[config.mk]
export PLATFORM = sky130hd
export DESIGN_NAME = servo_pulse_from_decimal_lines
export DESIGN_NICKNAME = d
export VERILOG_FILES = /design/src/sv/spdl_pkg.sv /design/src/sv/servo_pulse_from_decimal_lines.sv /design/src/sv/spdl_core.sv
export SDC_FILE = /design/constraint.sdc
export NUM_CORES = 1
export LEC_CHECK = 0
export BUFFER_PORTS_ARGS = -buffer_cell sky130_fd_sc_hd__buf_4
export CORE_MARGIN = 5
export CORE_UTILIZATION = 40
export CTS_CLUSTER_DIAMETER = 50
export DETAILED_ROUTE_END_ITERATION = 6
export PLACE_DENSITY_LB_ADDON = 0.08
export SYNTH_ARGS = -nofsm -noshare
export SYNTH_HDL_FRONTEND = slang
export SYNTH_SLANG_ARGS = --single-unit
[constraint.sdc]
create_clock -name clk -period 7.84 [get_ports clk]
set_input_delay 0.392 -clock clk [delete_from_list [all_inputs] [get_ports clk]]
set_output_delay 0.392 -clock clk [all_outputs]
set_load 0.02 [all_outputs]
[src/sv/spdl_pkg.sv]
package spdl_pkg;

    localparam int unsigned MAX_LINE_DEF = 7;

    localparam logic [15:0] PERIOD_RST = 16'd20000;
    localparam logic [14:0] MIN_PULSE_RST = 15'd1000;
    localparam logic [14:0] SPAN_RST = 15'd1000;
    localparam logic [15:0] WIDTH_RST = 16'd1000;
    localparam logic [15:0] PHASE_RST = PERIOD_RST - WIDTH_RST;

    localparam logic [7:0] CHAR_ZERO = 8'h30;
    localparam logic [7:0] CHAR_NINE = 8'h39;
    localparam logic [7:0] CHAR_CR = 8'h0D;
    localparam logic [7:0] CHAR_LF = 8'h0A;

    localparam int unsigned CFG_AW = 2;
    localparam int unsigned CFG_DW = 16;

    typedef enum logic [CFG_AW-1:0] {
        REG_PERIOD = 2'd0,
        REG_MIN_PULSE = 2'd1,
        REG_SPAN = 2'd2
    } cfg_reg_t;

    typedef struct packed {
        logic       action;
        logic [7:0] rx_byte;
    } spdl_in_t;

    typedef struct packed {
        logic        servo_level;
        logic        done_res;
        logic [15:0] pulse_width;
    } spdl_out_t;

    typedef struct packed {
        logic              we;
        logic [CFG_AW-1:0] addr;
        logic [CFG_DW-1:0] data;
    } spdl_cfg_wr_t;

endpackage

[src/sv/servo_pulse_from_decimal_lines.sv]
// Servo pulse generator driven by decimal text lines.
//
// Input channel (in_valid/in_ready/in_data): each transfer is either a received
// serial byte (action 0) or one microsecond tick (action 1). Bytes build a line
// ended by CR, LF or the MAX_LINE-th byte; its decimal value, clamped to
// pulse_span and offset by min_pulse, becomes the new pulse width.
// Output channel (out_valid/out_ready/out_data): exactly one result transfer
// per input transfer, in order: servo level, line-done flag, pulse width.
// Configuration: cfg_we/cfg_addr/cfg_data write period_ticks (0), min_pulse (1)
// and pulse_span (2); other indices are dropped.
//
// The result of an input transfer is registered in the output register, or in
// the skid register when the output is stalled. One item per cycle while
// in_ready is high, set by the single state-update stage in spdl_core.
// A two-entry output buffer (output register plus skid register) lets one more
// input transfer be taken after out_ready drops; in_ready falls while the skid
// register is full.
// Reset: both buffer entries empty, registers at their defaults (20000, 1000,
// 1000), width 1000, pin low for 19000 ticks before the first high phase.
module servo_pulse_from_decimal_lines
    import spdl_pkg::*;
#(
    parameter int unsigned MAX_LINE = MAX_LINE_DEF
) (
    input  logic              clk,
    input  logic              rst_n,
    input  logic              cfg_we,
    input  logic [CFG_AW-1:0] cfg_addr,
    input  logic [CFG_DW-1:0] cfg_data,
    input  logic              in_valid,
    output logic              in_ready,
    input  spdl_in_t          in_data,
    output logic              out_valid,
    input  logic              out_ready,
    output spdl_out_t         out_data
);

    spdl_cfg_wr_t cfg;
    spdl_out_t    result;
    logic         in_xfer;
    logic         out_xfer;

    logic      out_valid_reg, out_valid_next;
    logic      skid_valid_reg, skid_valid_next;
    spdl_out_t out_data_reg, out_data_next;
    spdl_out_t skid_data_reg, skid_data_next;

    assign cfg = '{we: cfg_we, addr: cfg_addr, data: cfg_data};

    spdl_core #(
        .MAX_LINE(MAX_LINE)
    ) u_core (
        .clk    (clk),
        .rst_n  (rst_n),
        .cfg    (cfg),
        .step   (in_xfer),
        .item   (in_data),
        .result (result)
    );

    assign in_ready = !skid_valid_reg;
    assign in_xfer = in_valid && in_ready;
    assign out_xfer = out_valid_reg && out_ready;
    assign out_valid = out_valid_reg;
    assign out_data = out_data_reg;

    always_comb
    begin
        out_valid_next = out_valid_reg;
        skid_valid_next = skid_valid_reg;
        out_data_next = out_data_reg;
        skid_data_next = skid_data_reg;
        if (out_xfer || !out_valid_reg)
        begin
            if (skid_valid_reg)
            begin
                out_valid_next = 1'b1;
                out_data_next = skid_data_reg;
                skid_valid_next = 1'b0;
            end
            else
            begin
                out_valid_next = in_xfer;
                out_data_next = result;
            end
        end
        else if (in_xfer)
        begin
            skid_valid_next = 1'b1;
            skid_data_next = result;
        end
    end

    always_ff @(posedge clk or negedge rst_n)
    begin
        if (!rst_n)
        begin
            out_valid_reg <= 1'b0;
            skid_valid_reg <= 1'b0;
        end
        else
        begin
            out_valid_reg <= out_valid_next;
            skid_valid_reg <= skid_valid_next;
        end
    end

    always_ff @(posedge clk)
    begin
        out_data_reg <= out_data_next;
        skid_data_reg <= skid_data_next;
    end

    assert property (@(posedge clk) disable iff (!rst_n)
        skid_valid_reg |-> out_valid_reg)
        else $error("skid entry held with output empty");

    assert property (@(posedge clk) disable iff (!rst_n)
        (in_xfer && out_valid_reg && !out_ready) |=> skid_valid_reg)
        else $error("stalled transfer not captured in skid");

    assert property (@(posedge clk) disable iff (!rst_n)
        (skid_valid_reg && out_ready) |=> (out_valid_reg && !skid_valid_reg))
        else $error("skid entry not drained");

endmodule

[src/sv/spdl_core.sv]
module spdl_core
    import spdl_pkg::*;
#(
    parameter int unsigned MAX_LINE = MAX_LINE_DEF
) (
    input  logic         clk,
    input  logic         rst_n,
    input  spdl_cfg_wr_t cfg,
    input  logic         step,
    input  spdl_in_t     item,
    output spdl_out_t    result
);

    localparam int unsigned LEN_W = $clog2(MAX_LINE + 1);
    localparam logic [LEN_W-1:0] LEN_LAST = LEN_W'(MAX_LINE);

    logic [15:0]      period_reg;
    logic [14:0]      min_pulse_reg;
    logic [14:0]      span_reg;

    logic [15:0]      value_reg, value_next;
    logic [LEN_W-1:0] len_reg, len_next;
    logic [15:0]      cmd_reg, cmd_next;
    logic             pin_reg, pin_next;
    logic [15:0]      phase_reg, phase_next;
    logic [15:0]      active_reg, active_next;
    logic             done;

    logic [15:0] digit_value;
    logic [15:0] clamped;
    logic [LEN_W-1:0] len_inc;
    logic        is_digit;
    logic        line_end;
    logic [15:0] low_cur;
    logic [15:0] low_cmd;

    always_comb
    begin
        low_cur = (period_reg > active_reg) ? period_reg - active_reg : 16'd0;
        low_cmd = (period_reg > cmd_reg) ? period_reg - cmd_reg : 16'd0;

        is_digit = (item.rx_byte >= CHAR_ZERO) && (item.rx_byte <= CHAR_NINE);
        digit_value = {value_reg[12:0], 3'b000} + {value_reg[14:0], 1'b0}
                    + {12'd0, item.rx_byte[3:0]};
        len_inc = len_reg + LEN_W'(1);
        line_end = (item.rx_byte == CHAR_CR) || (item.rx_byte == CHAR_LF)
                 || (len_inc >= LEN_LAST);

        value_next = value_reg;
        len_next = len_reg;
        cmd_next = cmd_reg;
        pin_next = pin_reg;
        phase_next = phase_reg;
        active_next = active_reg;
        done = 1'b0;
        clamped = 16'd0;

        if (item.action)
        begin
            if (phase_reg > 16'd1)
            begin
                phase_next = phase_reg - 16'd1;
            end
            else if (pin_reg && (low_cur != 16'd0))
            begin
                pin_next = 1'b0;
                phase_next = low_cur;
            end
            else
            begin
                // start of a new period, width sampled here; a zero width keeps the pin low
                active_next = cmd_reg;
                if (cmd_reg != 16'd0)
                begin
                    pin_next = 1'b1;
                    phase_next = cmd_reg;
                end
                else
                begin
                    pin_next = 1'b0;
                    phase_next = (low_cmd != 16'd0) ? low_cmd : 16'd1;
                end
            end
        end
        else
        begin
            if (is_digit)
            begin
                value_next = digit_value;
            end
            len_next = len_inc;
            if (line_end)
            begin
                clamped = (value_next > {1'b0, span_reg}) ? {1'b0, span_reg} : value_next;
                cmd_next = clamped + {1'b0, min_pulse_reg};
                value_next = 16'd0;
                len_next = '0;
                done = 1'b1;
            end
        end

        result.servo_level = pin_next;
        result.done_res = done;
        result.pulse_width = cmd_next;
    end

    always_ff @(posedge clk or negedge rst_n)
    begin
        if (!rst_n)
        begin
            period_reg <= PERIOD_RST;
            min_pulse_reg <= MIN_PULSE_RST;
            span_reg <= SPAN_RST;
            value_reg <= 16'd0;
            len_reg <= '0;
            cmd_reg <= WIDTH_RST;
            pin_reg <= 1'b0;
            phase_reg <= PHASE_RST;
            active_reg <= WIDTH_RST;
        end
        else
        begin
            if (cfg.we)
            begin
                unique case (cfg.addr)
                    REG_PERIOD:    period_reg <= cfg.data;
                    REG_MIN_PULSE: min_pulse_reg <= cfg.data[14:0];
                    REG_SPAN:      span_reg <= cfg.data[14:0];
                    default:       ;
                endcase
            end
            if (step)
            begin
                value_reg <= value_next;
                len_reg <= len_next;
                cmd_reg <= cmd_next;
                pin_reg <= pin_next;
                phase_reg <= phase_next;
                active_reg <= active_next;
            end
        end
    end

    assert property (@(posedge clk) disable iff (!rst_n)
        (len_reg < LEN_LAST))
        else $error("line length past limit");

    assert property (@(posedge clk) disable iff (!rst_n)
        (step && result.done_res) |=> (value_reg == 16'd0) && (len_reg == '0))
        else $error("line state not cleared at line end");

    assert property (@(posedge clk) disable iff (!rst_n)
        (phase_reg != 16'd0))
        else $error("phase counter reached zero");

endmodule
## Yosys cells after proc, flatten, opt, wreduce, memory -nomap -nowiden

Index checks and enable logic that the tools add are counted.

- Add/sub/neg operators: 7
- Reductions and logical operators: 21
- Multiplexer cells: 23
- Equality and inequality tests: 4
- Bitwise logic cells: 4
- Order comparisons: 7

Operators with widths:

| kind | number |
|---|---|
| two-way mux 16 bit | 12 |
| nonzero test 16 bit | 3 |
| > comparator 16 bit | 2 |
| subtractor 16 bit | 2 |
| two-way mux 18 bit | 1 |
| adder 16 x 15 -> 16 bit | 1 |
| adder 16 bit | 1 |
| adder 16 x 4 -> 16 bit | 1 |
| equality test 8 x 4 -> 1 bit, second input constant | 2 |
| > comparator 16 x 1 -> 1 bit, second input constant | 1 |
| > comparator 16 x 15 -> 1 bit | 1 |
| subtractor 16 x 1 -> 16 bit, second input constant | 1 |
| AND reduction 2 bit | 6 |
| two-way mux 1 bit | 9 |
| greater-or-equal comparator 8 x 6 -> 1 bit, second input constant | 1 |
| <= comparator 8 x 6 -> 1 bit, second input constant | 1 |
| logical AND 1 bit | 4 |
| inverter 1 bit | 4 |
| AND reduction 4 bit | 1 |
| adder 3 x 1 -> 3 bit, second input constant | 1 |
| greater-or-equal comparator 3 bit, second input constant | 1 |
| logical OR 1 bit | 3 |
| two-way mux 3 bit | 1 |
| equality test 2 x 1 -> 1 bit, second input constant | 1 |
| 4 further kinds | 5 |

- Word-level logic and storage cells: 83
- Register bits: 152
- Bits of input ports: 32

## Longest topological paths before layout

- Word-level depth: 10
- Gate-level depth with buffers: 32

## Hierarchy

From an unflattened synthesis, not the netlist that was laid out.

- Cells, all modules: 1104
- Area total of the unflattened synthesis: 10660.2 um^2

By module, submodules not included:

| module | times used | cells an instance | sequential area each (um^2) | area an instance (um^2) |
|---|---|---|---|---|
| spdl_core | 1 | 1039 | 2896.5 | 9200.1 |
| servo_pulse_from_decimal_lines | 1 | 65 | 1131.1 | 1460.2 |

## Worst setup path before layout

No wires, ideal clock.

- Path kind: input-to-reg
- Start: input in_data[3] in the netlist's numbering
- End: register out_data_reg, in the netlist out_data[12] (data pin)
- Stages: 31
- Setup slack: 0.476 ns
- Path buffers: 1
- Library setup time: 0.260 ns
- Data arrival time: 7.104 ns
- Cells stage by stage: fa_1 ha_1 a21o_1 a21oi_1 o21bai_1 a2111oi_1 o31ai_1 a21oi_1 xnor2_1 mux2i_1 inv_1 ha_1 and4_1 a2111oi_0 nand2b_1 o21ai_0 a21oi_1 a21oi_2 buf_2 mux2i_1 ha_1 fa_1 a21o_1 a21oi_1 o21ai_0 a21o_1 a21oi_1 o211ai_1 xor2_1 mux2_2 mux2_2

RTL lines:

| element | RTL line | text |
|---|---|---|
| start: declaration | servo_pulse_from_decimal_lines.sv:32 | `input spdl_in_t in_data,` |
| end signal: assignment | servo_pulse_from_decimal_lines.sv:110 | `out_data_reg <= out_data_next;` |
| end: declaration | servo_pulse_from_decimal_lines.sv:45 | `spdl_out_t out_data_reg, out_data_next;` |

==> impl_metrics.env <==
export IMPL_synth_area_sq_um=10500
export IMPL_first_pass_iters=5
export IMPL_status="finished clean"
export IMPL_p_leak_nw=5.46
export IMPL_insertedDiodeCount=0
export IMPL_via_count=8339
export IMPL_maxCapViolations=0
export IMPL_holdWs_ns=0.0605
export IMPL_worst_r2r_endpoint="out_data[13]"
export IMPL_synth_area_leaders="dfrtp_1 (19%), ha_1 (11%), edfxtp_1 (10%)"
export IMPL_antenna_found_initial=0
export IMPL_rrSetupSlack_ns=0.39
export IMPL_final_util=0.462
export IMPL_ir_drop_mv=0.163
export IMPL_total_power_w=0.00376
export IMPL_worstPathRequired_ns=8.02
export IMPL_synth_area_per_cell_sq_um=9.69
export IMPL_cp_end_kind="flip-flop"
export IMPL_cts_tree="yes"
export IMPL_final_hold_violation_count=0
export IMPL_clock_sinks=152
export IMPL_antenna_left=0
export IMPL_power_density_nw_per_um2=313
export IMPL_cts_root_buf="clkbuf_16"
export IMPL_syn_num_nets=1219
export IMPL_grt_pass1_vias=7925
export IMPL_crit_top_cell="a21oi_1"
export IMPL_cp_start_kind="flip-flop"
export IMPL_detail_route_iter0_violations=763
export IMPL_start_util=0.406
export IMPL_die_area_sq_um=29700
export IMPL_core_sq_um=26000
export IMPL_async_reset_ff_frac=0.763
export IMPL_drive_gt1_frac=0.214
export IMPL_remaining_drc_errors=0
export IMPL_yosysTopAreaCell="dfrtp_1"
export IMPL_crit_slowest_cell="fa_1"
export IMPL_fin_setup_tns_ns=0
export IMPL_clk_latency_ns=0.43
export IMPL_die_width_um=172
export IMPL_port_buffers=51
export IMPL_setup_violations=0
export IMPL_fin_crit_ns=7.45
export IMPL_critPathBufInv=2
export IMPL_crit_family="compound AO/OA/AOI/OAI gates"
export IMPL_rr_worst_depth=30
export IMPL_fin_skew_ns=0.0177
export IMPL_path_clk_slew_ns=0.08
export IMPL_synthCells=1088
export IMPL_cp_slowest_stage_delay_ns=0.52
export IMPL_overflow=0
export IMPL_cts_made_buffers=17
export IMPL_critical_path_class="reg -> reg"
export IMPL_clockBufferDepth=2
export IMPL_grt_pass1_wl_um=46300
export IMPL_ys_ff_latch=152
export IMPL_grt_max_degree=66
export IMPL_crit_start="u_core.value_reg[0]"
export IMPL_worst_pin_slew_ns=1.17
export IMPL_post_cts_buffers=0
export IMPL_ios=52
export IMPL_synth_top_area_share=0.192
export IMPL_gp_congestion=0.858
export IMPL_viasPerCell=5.59
export IMPL_slew_limit_headroom=0.201
export IMPL_detail_route_wl_per_cell_um=19.7
export IMPL_fp_dieH_um=172
export IMPL_finalMaxSlewViolations=0
export IMPL_finalNetCount=1274
export IMPL_synthToLayoutAreaGrowth_pct=13.9
export IMPL_r2r_start="u_core.value_reg[0]"
export IMPL_dp_hpwl_um=22900
export IMPL_row_count=59
export IMPL_holdCritPathClass="in -> async"
export IMPL_synth_main_ff_cell="dfrtp_1"
export IMPL_crit_cells=30
export IMPL_cts_htree_levels=4
export IMPL_seq_area_frac_synth=0.382
export IMPL_fmax_ghz=0.134
export IMPL_post_route_period_util=0.950
export IMPL_endpoint="out_data[13]"
export IMPL_arrival_ns=7.63
export IMPL_gr_usage_all_layers=0.201
export IMPL_ys_types=69
export IMPL_synth_edf_count=36
export IMPL_finalWirelength_um=29400
export IMPL_cp_max_fo=5
export IMPL_synth_warning_count=0
## per-stage QoR
step | area (sq um) | setup slack [ns] | std cells
floorplan | 10500 | 0.476 | 1088
global placement | 11400 | 0.126 | 1459
detailed placement | 11400 | -0.0470 | 1459
CTS | 12000 | 0.0761 | 1491
global route | 12000 | -0.0275 | 1491
finish | 12000 | 0.392 | 1491
## Yosys cell counts, types with 6 or more instances
| library cell | count |
|---|---|
| a21oi_1 | 78 |
| nor3_1 | 19 |
| a21o_1 | 28 |
| clkbuf_1 | 27 |
| inv_1 | 79 |
| xor2_1 | 18 |
| nor4_1 | 8 |
| edfxtp_1 | 36 |
| buf_2 | 7 |
| o21bai_1 | 7 |
| dfrtp_1 | 81 |
| mux2_2 | 87 |
| nand2_1 | 103 |
| a22o_1 | 10 |
| ha_1 | 94 |
| nand3_1 | 23 |
| xnor2_1 | 30 |
| or3_1 | 8 |
| nand4_1 | 18 |
| nor2_1 | 53 |
| o31ai_1 | 8 |
| nand2b_1 | 11 |
| o21ai_0 | 80 |
| o21a_1 | 12 |
| dfstp_2 | 35 |
| o211ai_1 | 8 |
| nor2b_1 | 6 |
| mux2i_1 | 22 |
## worst min path at each step
stage | from | end | cells after the start | slack [ns]
after global routing | rst_n | u_core.phase_reg[6] | 1 | 0.13
after floorplan | rst_n | out_valid | 0 | 0.1
after detailed placement | u_core.phase_reg[15] | u_core.phase_reg[15] | 2 | 0.49
after CTS | rst_n | u_core.phase_reg[7] | 1 | 0.09
after global placement | u_core.phase_reg[15] | u_core.phase_reg[15] | 2 | 0.48
final | rst_n | u_core.phase_reg[6] | 1 | 0.06
## repair_timing
| action | in CTS | in global routing |
|---|---|---|
| hold buffers | 0 | 0 |
| endpoints found under the hold margin | 0 | 0 |
| gates resized for setup | 1 | 12 |
| setup endpoints to repair | 1 | 24 |
| cloned | 0 | 0 |
## final cells by class
class                      count  area [sq um]
sequential                   152          4030
clock buffer                  17           425
inverter                      80           300
clock inverter                15           174
tap                          335           419
timing repair buffer          73           548
multi-input combinational    819          6120
fill                        2519         14000
## metal layers
metal  global-route usage  part of all wire  up-vias
met5                    0                 0        -
met3               0.0238             0.041       15
met1                0.329              0.54     4062
met2                0.283              0.41      190
li1                     -                 -     4072
met4               0.0386            0.0081        0
## cell usage in the layout (no fill, tap or decap), types with 4 or more instances in the layout
cell type / n
a31oi_1: 5
nand2_1: 103
dfstp_2: 35
nand2b_1: 11
mux2_2: 87
nand4_1: 18
or2_2: 4
nor2b_1: 6
or3_1: 8
inv_1: 79
xor2_1: 18
dfrtp_1: 81
and2_1: 5
nand3_1: 23
a21oi_1: 75
buf_4: 73
ha_1: 94
nor2_1: 53
xnor2_1: 30
nor3_1: 19
inv_6: 4
mux2_1: 4
o21a_1: 12
edfxtp_1: 36
o21ai_0: 78
o21bai_1: 7
clkbuf_16: 17
and3_1: 5
fa_1: 5
a21oi_2: 5
a22o_1: 10
a21o_1: 28
mux2i_1: 22
o211ai_1: 8
o21ai_1: 4
nor4_1: 7
clkinv_8: 5
a221oi_1: 4
o31ai_1: 8
## logic make-up after synthesis
logic type               share of synthesized area
buffers and inverters                       0.0435
XOR/XNOR                                    0.0399
adder cells (fa/ha/maj)                      0.121
multiplexers                                 0.118
AND/OR/NAND/NOR                              0.126
flip-flops                                   0.382
AO/OA/AOI/OAI                                0.170
## where the power goes
part / leakage [nW] / switching (W) / internal (W)
logic: 3.46 / 0.000993 / 0.000683
registers: 1.71 / 0.000190 / 0.00107
clock network: 0.285 / 0.000399 / 0.000429
No activity file was read; power rests on OpenSTA's default activity.
